## src/rtl/core/crmt_pkg.sv

```systemverilog
// Shared constants, codes and types of the CAN receive mailbox table.
package crmt_pkg;

  localparam int MAILBOX_ENTRIES = 16;
  localparam int IDX_W = (MAILBOX_ENTRIES > 1) ? $clog2(MAILBOX_ENTRIES) : 1;
  localparam int CNT_W = $clog2(MAILBOX_ENTRIES + 1);

  localparam int ID_W = 29;
  localparam int LEN_W = 4;
  localparam int DATA_W = 64;
  localparam int PAY_W = LEN_W + DATA_W;

  localparam int S_TDATA_W = 104;
  localparam int M_TDATA_W = 72;

  localparam logic [LEN_W-1:0] MAX_LEN = LEN_W'(8);

  localparam logic CMD_STORE = 1'b0;
  localparam logic CMD_READ = 1'b1;

  typedef enum logic [2:0] {
    ST_READ_NEW    = 3'd0,
    ST_READ_REPEAT = 3'd1,
    ST_UNKNOWN     = 3'd2,
    ST_UPDATED     = 3'd3,
    ST_ADDED       = 3'd4,
    ST_FULL        = 3'd5
  } status_e;

  typedef struct packed {
    logic             done;
    logic             hit;
    logic [IDX_W-1:0] slot;
  } scan_res_t;

endpackage

```

## src/rtl/core/crmt_ram.sv

```systemverilog
// Generic single-write, single-read RAM with registered read data.
module crmt_ram #(
  parameter int WIDTH = 8,
  parameter int DEPTH = 16
) (
  input  logic                                      clk_i,
  input  logic                                      we_i,
  input  logic [((DEPTH > 1) ? $clog2(DEPTH) : 1)-1:0] waddr_i,
  input  logic [WIDTH-1:0]                          wdata_i,
  input  logic                                      re_i,
  input  logic [((DEPTH > 1) ? $clog2(DEPTH) : 1)-1:0] raddr_i,
  output logic [WIDTH-1:0]                          rdata_o
);

  logic [WIDTH-1:0] mem_q [DEPTH];
  logic [WIDTH-1:0] rdata_q;

  always_ff @(posedge clk_i) begin
    if (we_i) begin
      mem_q[waddr_i] <= wdata_i;
    end
    if (re_i) begin
      rdata_q <= mem_q[raddr_i];
    end
  end

  assign rdata_o = rdata_q;

endmodule

```

## src/rtl/core/crmt_scan.sv

```systemverilog
// Identifier store and the shared compare unit that scans it one entry per cycle.
module crmt_scan
  import crmt_pkg::*;
(
  input  logic             clk_i,
  input  logic             rst_ni,
  input  logic             start_i,
  input  logic [ID_W-1:0]  key_i,
  input  logic [CNT_W-1:0] fill_i,
  input  logic             we_i,
  input  logic [IDX_W-1:0] waddr_i,
  input  logic [ID_W-1:0]  wident_i,
  output scan_res_t        res_o
);

  logic             busy_q;
  logic [CNT_W-1:0] addr_q;
  logic             pend_q;
  logic [IDX_W-1:0] pend_idx_q;
  scan_res_t        res_q;
  logic [ID_W-1:0]  ident_rd;
  logic             hit_now;
  logic             last;
  logic             done;
  logic             issue;

  crmt_ram #(
    .WIDTH(ID_W),
    .DEPTH(MAILBOX_ENTRIES)
  ) u_ident_ram (
    .clk_i  (clk_i),
    .we_i   (we_i),
    .waddr_i(waddr_i),
    .wdata_i(wident_i),
    .re_i   (issue),
    .raddr_i(addr_q[IDX_W-1:0]),
    .rdata_o(ident_rd)
  );

  always_comb begin
    hit_now = pend_q && (ident_rd == key_i);
    last    = (addr_q == fill_i);
    done    = busy_q && (hit_now || last);
    issue   = busy_q && !hit_now && !last;
  end

  always_ff @(posedge clk_i or negedge rst_ni) begin
    if (!rst_ni) begin
      busy_q     <= 1'b0;
      addr_q     <= '0;
      pend_q     <= 1'b0;
      pend_idx_q <= '0;
      res_q      <= '0;
    end else if (start_i) begin
      busy_q <= 1'b1;
      addr_q <= '0;
      pend_q <= 1'b0;
      res_q  <= '0;
    end else begin
      pend_q     <= issue;
      pend_idx_q <= addr_q[IDX_W-1:0];
      if (issue) begin
        addr_q <= addr_q + CNT_W'(1);
      end
      if (done) begin
        busy_q <= 1'b0;
      end
      res_q.done <= done;
      res_q.hit  <= hit_now;
      res_q.slot <= pend_idx_q;
    end
  end

  assign res_o = res_q;

endmodule

```

## src/rtl/core/can_receive_mailbox_table.sv

```systemverilog
// Top level: CAN receive mailbox table with identifier scan and fresh flags.
// A miss is reported once the scan has compared every filled mailbox, and a hit as soon as the
// matching slot is compared; the scan reads one mailbox per cycle. The next beat is taken the
// cycle after the result is loaded into the output register, so only one item is in flight,
// and an earlier result that is stalled on the output holds off that load.
// Reset empties the table and clears all fresh flags at once; no clearing pass.
module can_receive_mailbox_table
  import crmt_pkg::*;
(
  input  logic                 clk_i,
  input  logic                 rst_ni,
  input  logic                 s_axis_tvalid,
  output logic                 s_axis_tready,
  // msg_id [28:0], frame_length [32:29], frame_data [96:33], zero fill
  input  logic [S_TDATA_W-1:0] s_axis_tdata,
  // command [0]
  input  logic                 s_axis_tuser,
  output logic                 m_axis_tvalid,
  input  logic                 m_axis_tready,
  // out_length [3:0], out_data [67:4]
  output logic [M_TDATA_W-1:0] m_axis_tdata,
  // status [2:0]
  output logic [2:0]           m_axis_tuser
);

  typedef enum logic [1:0] {
    S_IDLE,
    S_SCAN,
    S_OUT
  } state_e;

  state_e                     state_q;
  logic                       cmd_q;
  logic [ID_W-1:0]            key_q;
  logic [LEN_W-1:0]           len_q;
  logic [DATA_W-1:0]          data_q;
  logic [CNT_W-1:0]           fill_q;
  logic [MAILBOX_ENTRIES-1:0] fresh_q;
  logic                       rd_hit_q;
  status_e                    status_q;
  logic                       m_valid_q;
  status_e                    out_status_q;
  logic [LEN_W-1:0]           out_len_q;
  logic [DATA_W-1:0]          out_data_q;

  logic             accept;
  logic [LEN_W-1:0] in_len;
  logic [LEN_W-1:0] in_len_sat;
  scan_res_t        scan_res;
  logic             table_full;
  logic             id_we;
  logic             pay_we;
  logic [IDX_W-1:0] pay_waddr;
  logic             pay_re;
  logic [PAY_W-1:0] pay_rd;
  logic             out_load;

  assign s_axis_tready = (state_q == S_IDLE);
  assign accept        = s_axis_tvalid && s_axis_tready;
  assign in_len        = s_axis_tdata[ID_W+LEN_W-1:ID_W];
  assign in_len_sat    = (in_len > MAX_LEN) ? MAX_LEN : in_len;
  assign table_full    = (fill_q == CNT_W'(MAILBOX_ENTRIES));
  assign out_load      = (state_q == S_OUT) && (!m_valid_q || m_axis_tready);

  always_comb begin
    id_we     = 1'b0;
    pay_we    = 1'b0;
    pay_re    = 1'b0;
    pay_waddr = scan_res.slot;
    if (state_q == S_SCAN && scan_res.done) begin
      if (cmd_q == CMD_STORE) begin
        if (scan_res.hit) begin
          pay_we = 1'b1;
        end else if (!table_full) begin
          id_we     = 1'b1;
          pay_we    = 1'b1;
          pay_waddr = fill_q[IDX_W-1:0];
        end
      end else begin
        pay_re = scan_res.hit;
      end
    end
  end

  crmt_scan u_scan (
    .clk_i   (clk_i),
    .rst_ni  (rst_ni),
    .start_i (accept),
    .key_i   (key_q),
    .fill_i  (fill_q),
    .we_i    (id_we),
    .waddr_i (fill_q[IDX_W-1:0]),
    .wident_i(key_q),
    .res_o   (scan_res)
  );

  crmt_ram #(
    .WIDTH(PAY_W),
    .DEPTH(MAILBOX_ENTRIES)
  ) u_payload_ram (
    .clk_i  (clk_i),
    .we_i   (pay_we),
    .waddr_i(pay_waddr),
    .wdata_i({data_q, len_q}),
    .re_i   (pay_re),
    .raddr_i(scan_res.slot),
    .rdata_o(pay_rd)
  );

  always_ff @(posedge clk_i or negedge rst_ni) begin
    if (!rst_ni) begin
      state_q      <= S_IDLE;
      cmd_q        <= CMD_STORE;
      key_q        <= '0;
      len_q        <= '0;
      data_q       <= '0;
      fill_q       <= '0;
      fresh_q      <= '0;
      rd_hit_q     <= 1'b0;
      status_q     <= ST_UNKNOWN;
      m_valid_q    <= 1'b0;
      out_status_q <= ST_UNKNOWN;
      out_len_q    <= '0;
      out_data_q   <= '0;
    end else begin
      if (m_valid_q && m_axis_tready && !out_load) begin
        m_valid_q <= 1'b0;
      end
      case (state_q)
        S_IDLE: begin
          if (accept) begin
            cmd_q   <= s_axis_tuser;
            key_q   <= s_axis_tdata[ID_W-1:0];
            len_q   <= in_len_sat;
            data_q  <= s_axis_tdata[ID_W+LEN_W+DATA_W-1:ID_W+LEN_W];
            state_q <= S_SCAN;
          end
        end
        S_SCAN: begin
          if (scan_res.done) begin
            rd_hit_q <= 1'b0;
            state_q  <= S_OUT;
            if (cmd_q == CMD_STORE) begin
              if (scan_res.hit) begin
                fresh_q[scan_res.slot] <= 1'b1;
                status_q               <= ST_UPDATED;
              end else if (!table_full) begin
                fresh_q[fill_q[IDX_W-1:0]] <= 1'b1;
                fill_q                     <= fill_q + CNT_W'(1);
                status_q                   <= ST_ADDED;
              end else begin
                status_q <= ST_FULL;
              end
            end else begin
              if (scan_res.hit) begin
                rd_hit_q               <= 1'b1;
                fresh_q[scan_res.slot] <= 1'b0;
                status_q <= fresh_q[scan_res.slot] ? ST_READ_NEW : ST_READ_REPEAT;
              end else begin
                status_q <= ST_UNKNOWN;
              end
            end
          end
        end
        S_OUT: begin
          if (out_load) begin
            m_valid_q    <= 1'b1;
            out_status_q <= status_q;
            out_len_q    <= rd_hit_q ? pay_rd[LEN_W-1:0] : '0;
            out_data_q   <= rd_hit_q ? pay_rd[PAY_W-1:LEN_W] : '0;
            state_q      <= S_IDLE;
          end
        end
        default: begin
          state_q <= S_IDLE;
        end
      endcase
    end
  end

  assign m_axis_tvalid = m_valid_q;
  assign m_axis_tdata  = {out_data_q, out_len_q};
  assign m_axis_tuser  = out_status_q;

endmodule

```

## config.mk

```make
export PLATFORM = sky130hd
export DESIGN_NAME = can_receive_mailbox_table
export DESIGN_NICKNAME = d
export VERILOG_FILES = /design/src/rtl/core/crmt_pkg.sv /design/src/rtl/core/crmt_ram.sv /design/src/rtl/core/crmt_scan.sv /design/src/rtl/core/can_receive_mailbox_table.sv
export SDC_FILE = /design/constraint.sdc
export NUM_CORES = 2
export LEC_CHECK = 0
export ABC_AREA = 1
export BUFFER_PORTS_ARGS = -buffer_cell sky130_fd_sc_hd__buf_2
export CAP_MARGIN = 20
export CORE_MARGIN = 3
export CORE_UTILIZATION = 50
export CTS_CLUSTER_DIAMETER = 30
export CTS_CLUSTER_SIZE = 8
export DETAILED_ROUTE_END_ITERATION = 10
export PLACE_DENSITY_LB_ADDON = 0.12
export SLEW_MARGIN = 40
export SYNTH_ARGS = -nofsm -noshare
export SYNTH_HDL_FRONTEND = slang
export SYNTH_SLANG_ARGS = --single-unit
```

## constraint.sdc

```tcl
create_clock -name clk_i -period 7.9 [get_ports clk_i]
set_input_delay 0 -clock clk_i [delete_from_list [all_inputs] [get_ports clk_i]]
set_output_delay 0 -clock clk_i [all_outputs]
set_load 0.1 [all_outputs]
```

Word-level counts from Yosys, hierarchy flattened --
Memories as Yosys holds them, arrays and structs flattened. A register that Yosys moved wholly into a read port is not among the register bits. Cells that the tools add are included.
Word-level totals: flip-flop bits (word level) 214, bits in writable memories 1552, input bits 109, output and inout port bits 77, memories 2
Memory list:
- u_payload_ram.mem_q | depth 16, width 68, read ports 1, clocked after memory_dff 1, write ports 1, line crmt_ram.sv:15 | logic [WIDTH-1:0] mem_q [DEPTH];
- u_scan.u_ident_ram.mem_q | depth 16, width 29, read ports 1, clocked after memory_dff 1, write ports 1, line crmt_ram.sv:15
Operators by class: $add $sub $neg 2, order comparisons 5, equality and inequality tests 10, multiplexer cells 50, bitwise operators 7, reductions and logical operators 26
Operator list (number):
- two-way mux 16 bit | 4
- two-way mux 64 bit | 1
- OR 16 bit | 2
- equality test 29 bit | 1
- two-way mux 1 bit | 26
- two-way mux 4 bit | 6
- bitwise AND 16 bit | 1
- NOT 16 bit | 1
- logical AND 1 bit | 11
- adder 5 x 1 -> 5 bit, second input constant | 2
- < comparator 4 x 5 -> 1 bit, second input constant | 2
- two-way mux 5 bit | 2
- demux 1 bit (select 4 bit) | 2
- >= comparator 4 x 1 -> 1 bit, second input constant | 2
- two-way mux 2 bit | 4
- != test 2 x 1 -> 1 bit, second input constant | 4
- two-way mux 3 bit | 2
- two-way mux 6 bit | 1
- case mux 2 bit (3 select lines) | 1
- AND reduction 2 bit | 3
- equality test 5 bit | 1
- equality test 5 bit, second input constant | 1
- AND reduction 5 bit | 1
- binary-select mux 1 bit (select 4 bit) | 1
- other kinds (11) | 18

Longest topological paths before layout --
word-level depth 8, gate-level depth with buffers 14, mapped depth without buffers 14

Hierarchy --
Synthesis repeated with hierarchy kept, for this count alone.
Second synthesis, totals: cell total of the unflattened synthesis 7684, area, all modules 79457.5 um2
By module, submodules not included:
- crmt_ram (u_payload_ram) | times used 1, cells each 4472, area an instance 48514.0 um2, sequential area each 34713.3 um2
- crmt_ram (u_scan.u_ident_ram) | times used 1, cells each 1924, area an instance 20892.5 um2, sequential area each 14804.2 um2
- can_receive_mailbox_table | times used 1, cells each 1023, area an instance 8485.6 um2, sequential area each 4932.2 um2
- crmt_scan | times used 1, cells each 265, area an instance 1565.3 um2, sequential area each 425.4 um2

Worst setup path before layout --
No wires, ideal clock.
path type reg-to-reg, from register fill_q[1], to memory u_payload_ram.mem_q[14][0] (netlist name) (enable), setup time 0.578 ns, arrival time 6.166 ns, path slack 1.156 ns, cell stages (with the launch flop) 11, path buffers 0, period minus slack after synthesis 6.744 ns, cells stage by stage dfrtp_1 inv_1 ha_1 inv_1 nor2_2 nand2_2 nand2_2 nor2_8 o22ai_1 nand3_1 nor3_1
Between the ends: word-level cells in the longest chain between the ends 7, elaborated cells between the ends (all ways) 11, classes of those cells eq/ne: 1; mux: 10
Ends and longest elaborated chain:
- start, declared | line can_receive_mailbox_table.sv:37 | logic [CNT_W-1:0] fill_q;
- start signal, assigned | line can_receive_mailbox_table.sv:149 | fill_q <= fill_q + CNT_W'(1);
- equality test 5 bit | line can_receive_mailbox_table.sv:62 | assign table_full = (fill_q == CNT_W'(MAILBOX_ENTRIES));
- two-way mux 1 bit | line can_receive_mailbox_table.sv:74 | end else if (!table_full) begin
- two-way mux 1 bit | line can_receive_mailbox_table.sv:72 | if (scan_res.hit) begin
- two-way mux 1 bit | line can_receive_mailbox_table.sv:71 | if (cmd_q == CMD_STORE) begin
- two-way mux 1 bit | line can_receive_mailbox_table.sv:70 | if (state_q == S_SCAN && scan_res.done) begin
- two-way mux 1 bit | line crmt_ram.sv:19 | if (we_i) begin
- two-way mux 1 bit (implied by the code) | line crmt_ram.sv:20 | mem_q[waddr_i] <= wdata_i;
- end, declared | line crmt_ram.sv:15
Parallel ways exist; a longest one is shown, timed or not.

Worst setup path in the final report --
from register u_scan.res_q, in the netlist u_scan.res_o[4], to memory u_payload_ram.mem_q[11][60] (netlist name) (enable)
Between the ends: word-level cells in the longest chain between the ends 5, elaborated cells between the ends (all ways) 8, classes of those cells mux: 8
Ends and longest elaborated chain:
- start, declared | line crmt_scan.sv:20 | scan_res_t res_q;
- two-way mux 1 bit | line can_receive_mailbox_table.sv:72
- two-way mux 1 bit | line can_receive_mailbox_table.sv:71
- two-way mux 1 bit | line can_receive_mailbox_table.sv:70
- two-way mux 1 bit | line crmt_ram.sv:19
- two-way mux 1 bit (implied by the code) | line crmt_ram.sv:20
Parallel ways exist; a longest one is shown, timed or not.

==> impl_metrics.tcl <==
set metrics [dict create \
    outcome "finished, final reports clean" \
    io_pins 186 \
    startpoint "u_scan.res_o[4]" \
    area_growth_pct 26.5 \
    synth_edf_count 1649 \
    dp_hpwl_mm 87.2 \
    dieWidth_um 382 \
    clk_pin_slew_ns 0.05 \
    grt_pass1_wl_mm 280 \
    critPathLaunchType "register" \
    fin_crit_ns 4.41 \
    worstPathCellList "clkinv_1 -> nand2_2 -> nor2_8 -> inv_4 -> nand2_1 -> o21ai_4 -> nand3_1 -> nor2_4 -> buf_4 -> buf_4" \
    whs_ns 0.105 \
    yosysSeqAreaShare_pct 77.7 \
    ys_types 43 \
    power_density_nw_per_um2 411 \
    numCtsBuffers 390 \
    required_ns 8.40 \
    pre_cts_ws_ns 3.46 \
    grt_max_degree 118 \
    cp_common_cell "buf_4" \
    setup-violations-final 0 \
    cts_root_buf "clkbuf_16" \
    cpMaxStageDelayCell "buf_4" \
    hold_viol_final 0 \
    maxCapViolCount 0 \
    via_per_inst 5.70 \
    totalWireLength_mm 189 \
    num_vias 44240 \
    post_cts_buffers 0 \
    slowest_delay_ns 0.78 \
    finalSetupTns_ns 0 \
    peakVddDrop_mv 0.421 \
    routedWlPerCell_um 24.4 \
    clk_latency_ns 0.92 \
    globalplace.congestion 0.769 \
    final-max-slew-violation-count 0 \
    fin_crit_sh_pct 55.8 \
    synthCells 4981 \
    critPathCaptureType "register" \
    grt_util_all_layers_pct 25.8 \
    post-route-util_pct 63.8 \
    clock_sinks 1863 \
    ys_top_cells_by_area "edfxtp_1 (70%), dfrtp_1 (7.5%), nand2_1 (6.1%)" \
    maxSlewHeadroom_pct 40.3 \
    drive_above_1_share_pct 16.0 \
    core-area_sq_um 140000 \
    drt-initial-drc-count 4362 \
    insertedDiodeCount 0 \
    ant_nets 0 \
    cp_max_fo 42 \
    hp-class "in2reg" \
    fmax_mhz 227 \
    dieArea_sq_um 146000 \
    cts_max_path_buffers 4 \
    antenna_found_initial 1 \
    async_flop_share_pct 11.5 \
    grt_overflow 0 \
    critPathKind "reg2reg" \
    power.total_w 0.0367 \
    htreeDepth 5 \
    dr.pass1.iters 6 \
    avgSynthCellArea_sq_um 14.2 \
    drc_errors 0 \
    synth_seq_cells 1863 \
    synth.top_cell.area_share_pct 70.1 \
    yosysTopAreaCell "edfxtp_1" \
    grt_pass1_vias 44188 \
    r2r_start "u_scan.res_o[4]" \
    worstMarginPinSlew_ns 0.896 \
    ys_warn_count 0 \
    syn_area_sq_um 70600 \
    crit_arrival_ns 4.91 \
    yosys_most_used_dff "edfxtp_1" \
    worstHoldStart "m_axis_tready" \
    rsz0062_at_grt "no" \
    numPortBuffers 174 \
    leakage_nw 32.9 \
    finalWorstSetupSlack_ns 3.49 \
    fillerInstances 10260 \
    dieHeight_um 382 \
    finClkSkew_ns 0.0714 \
    nNetsFinal 5687 \
    start_util_pct 50.5 \
    fp-row-count 137 \
    cts_tree "built" \
    rrSetupSlack_ns 3.49 \
]
==> final timing paths <==
check / endpoint / cells past startpoint
max: u_payload_ram.mem_q[11][60] / 10
min: state_q[1] / 5
max reg2reg: u_payload_ram.mem_q[11][60] / 10
min reg2reg: out_data_q[50] / 2
max in group asynchronous: out_data_q[6] / 5
min in group asynchronous: data_q[62] / 4
==> final cells by class <==
cell class | instances | area (sq um) | share of cell area, %
tap | 1876 | 2350 | 2.63
inverter | 121 | 488 | 0.546
clock inverter | 206 | 2490 | 2.79
timing repair buffer | 487 | 4150 | 4.65
sequential | 1863 | 54900 | 61.5
clock buffer | 496 | 10600 | 11.9
multi-input combinational | 2707 | 14300 | 16.0
==> critical path, delay by kind of cell (launching register included) <==
family	cells	cell delay, ns
DFF	1	0.69
buffers and inverters	4	2.16
AOI/OAI and AO/OA	1	0.13
and+or+nand+nor	5	0.96
==> logic make-up (layout without fill, tap and decap cells) <==
kind of cell	Yosys count	after routing	share of synthesized area, %
other cells	1	4	0.00531
fa+ha+maj	8	8	0.142
mux	36	36	0.510
flops	1863	1863	77.7
xor+xnor	16	16	0.198
buf+inv	414	1310	2.44
compound gates	905	905	9.13
simple gates	1738	1738	9.87
==> layout by cell type (no fill, tap or decap), types with 36 or more instances in the layout <==
| master | count |
|---|---|
| o221ai_1 | 37 |
| nand3_1 | 137 |
| buf_2 | 173 |
| edfxtp_1 | 1649 |
| nor2_4 | 37 |
| clkbuf_1 | 72 |
| nor2_1 | 328 |
| bufinv_16 | 54 |
| mux2i_1 | 36 |
| a22oi_1 | 551 |
| buf_4 | 64 |
| clkinv_2 | 71 |
| nand4_1 | 76 |
| o21ai_0 | 182 |
| dfrtp_1 | 208 |
| nand2_1 | 1138 |
| clkbuf_16 | 399 |
| inv_1 | 108 |
| o32ai_1 | 70 |
| dlygate4sd3_1 | 216 |
==> metal layers <==
| layer | wire length [um] | global-route usage (%) | vias up | share of wire (%) |
|---|---|---|---|---|
| li1 | - | - | 19867 | - |
| met1 | 80200 | 35.7 | 22402 | 42 |
| met2 | 92000 | 41.8 | 1682 | 49 |
| met3 | 13100 | 4.90 | 289 | 6.9 |
| met4 | 3820 | 7.60 | 0 | 2.0 |
| met5 | 0 | 0 | - | 0 |
==> registers in the layout, indices dropped and copies added (netlist names), 16 cells and up <==
register and cells:
u_payload_ram.mem_q 1088, u_scan.u_ident_ram.mem_q 464, u_payload_ram.rdata_o 68, data_q 64, out_data_q 64, key_q 29, u_scan.u_ident_ram.rdata_o 29, fresh_q 16
==> repair_timing <==
action,CTS,global route
endpoints found under the hold margin,317,0
hold buffers,217,0
resized for setup,0,0
setup endpoints to repair,0,0
==> synthesized netlist by cell type, types with 2 or more instances <==
| master | n |
|---|---|
| a21boi_0 | 2 |
| a21oi_1 | 21 |
| a22o_1 | 3 |
| a22oi_1 | 551 |
| a31oi_1 | 2 |
| a32o_1 | 6 |
| buf_1 | 22 |
| buf_2 | 113 |
| buf_4 | 6 |
| clkbuf_1 | 152 |
| clkinv_1 | 3 |
| dfrtp_1 | 212 |
| dfstp_2 | 2 |
| edfxtp_1 | 1649 |
| ha_1 | 8 |
| inv_1 | 109 |
| inv_2 | 8 |
| mux2i_1 | 36 |
| nand2_1 | 1139 |
| nand2_2 | 2 |
| nand2_4 | 2 |
| nand3_1 | 137 |
| nand4_1 | 76 |
| nor2_1 | 364 |
| nor2_2 | 5 |
| nor2_8 | 2 |
| nor3_1 | 9 |
| o2111ai_1 | 3 |
| o211ai_1 | 22 |
| o21ai_0 | 182 |
| o221ai_1 | 37 |
| o22ai_1 | 2 |
| o32ai_1 | 70 |
| xnor2_1 | 8 |
| xor2_1 | 8 |
==> power breakdown <==
| part | internal, W | total (W) | switching, W |
|---|---|---|---|
| Clock | 0.0111 | 0.0161 | 0.00495 |
| Sequential | 0.0126 | 0.0138 | 0.00126 |
| Combinational | 0.00217 | 0.00681 | 0.00464 |
==> through the flow <==
| stage | cells | instance area (sq um) |
|---|---|---|
| floorplan | 4984 | 70600 |
| global placement | 6821 | 73600 |
| detailed placement | 6835 | 74000 |
| CTS | 7754 | 89200 |
| global route | 7756 | 89300 |
| finish | 7756 | 89300 |
(Power assumes the default switching activity.)
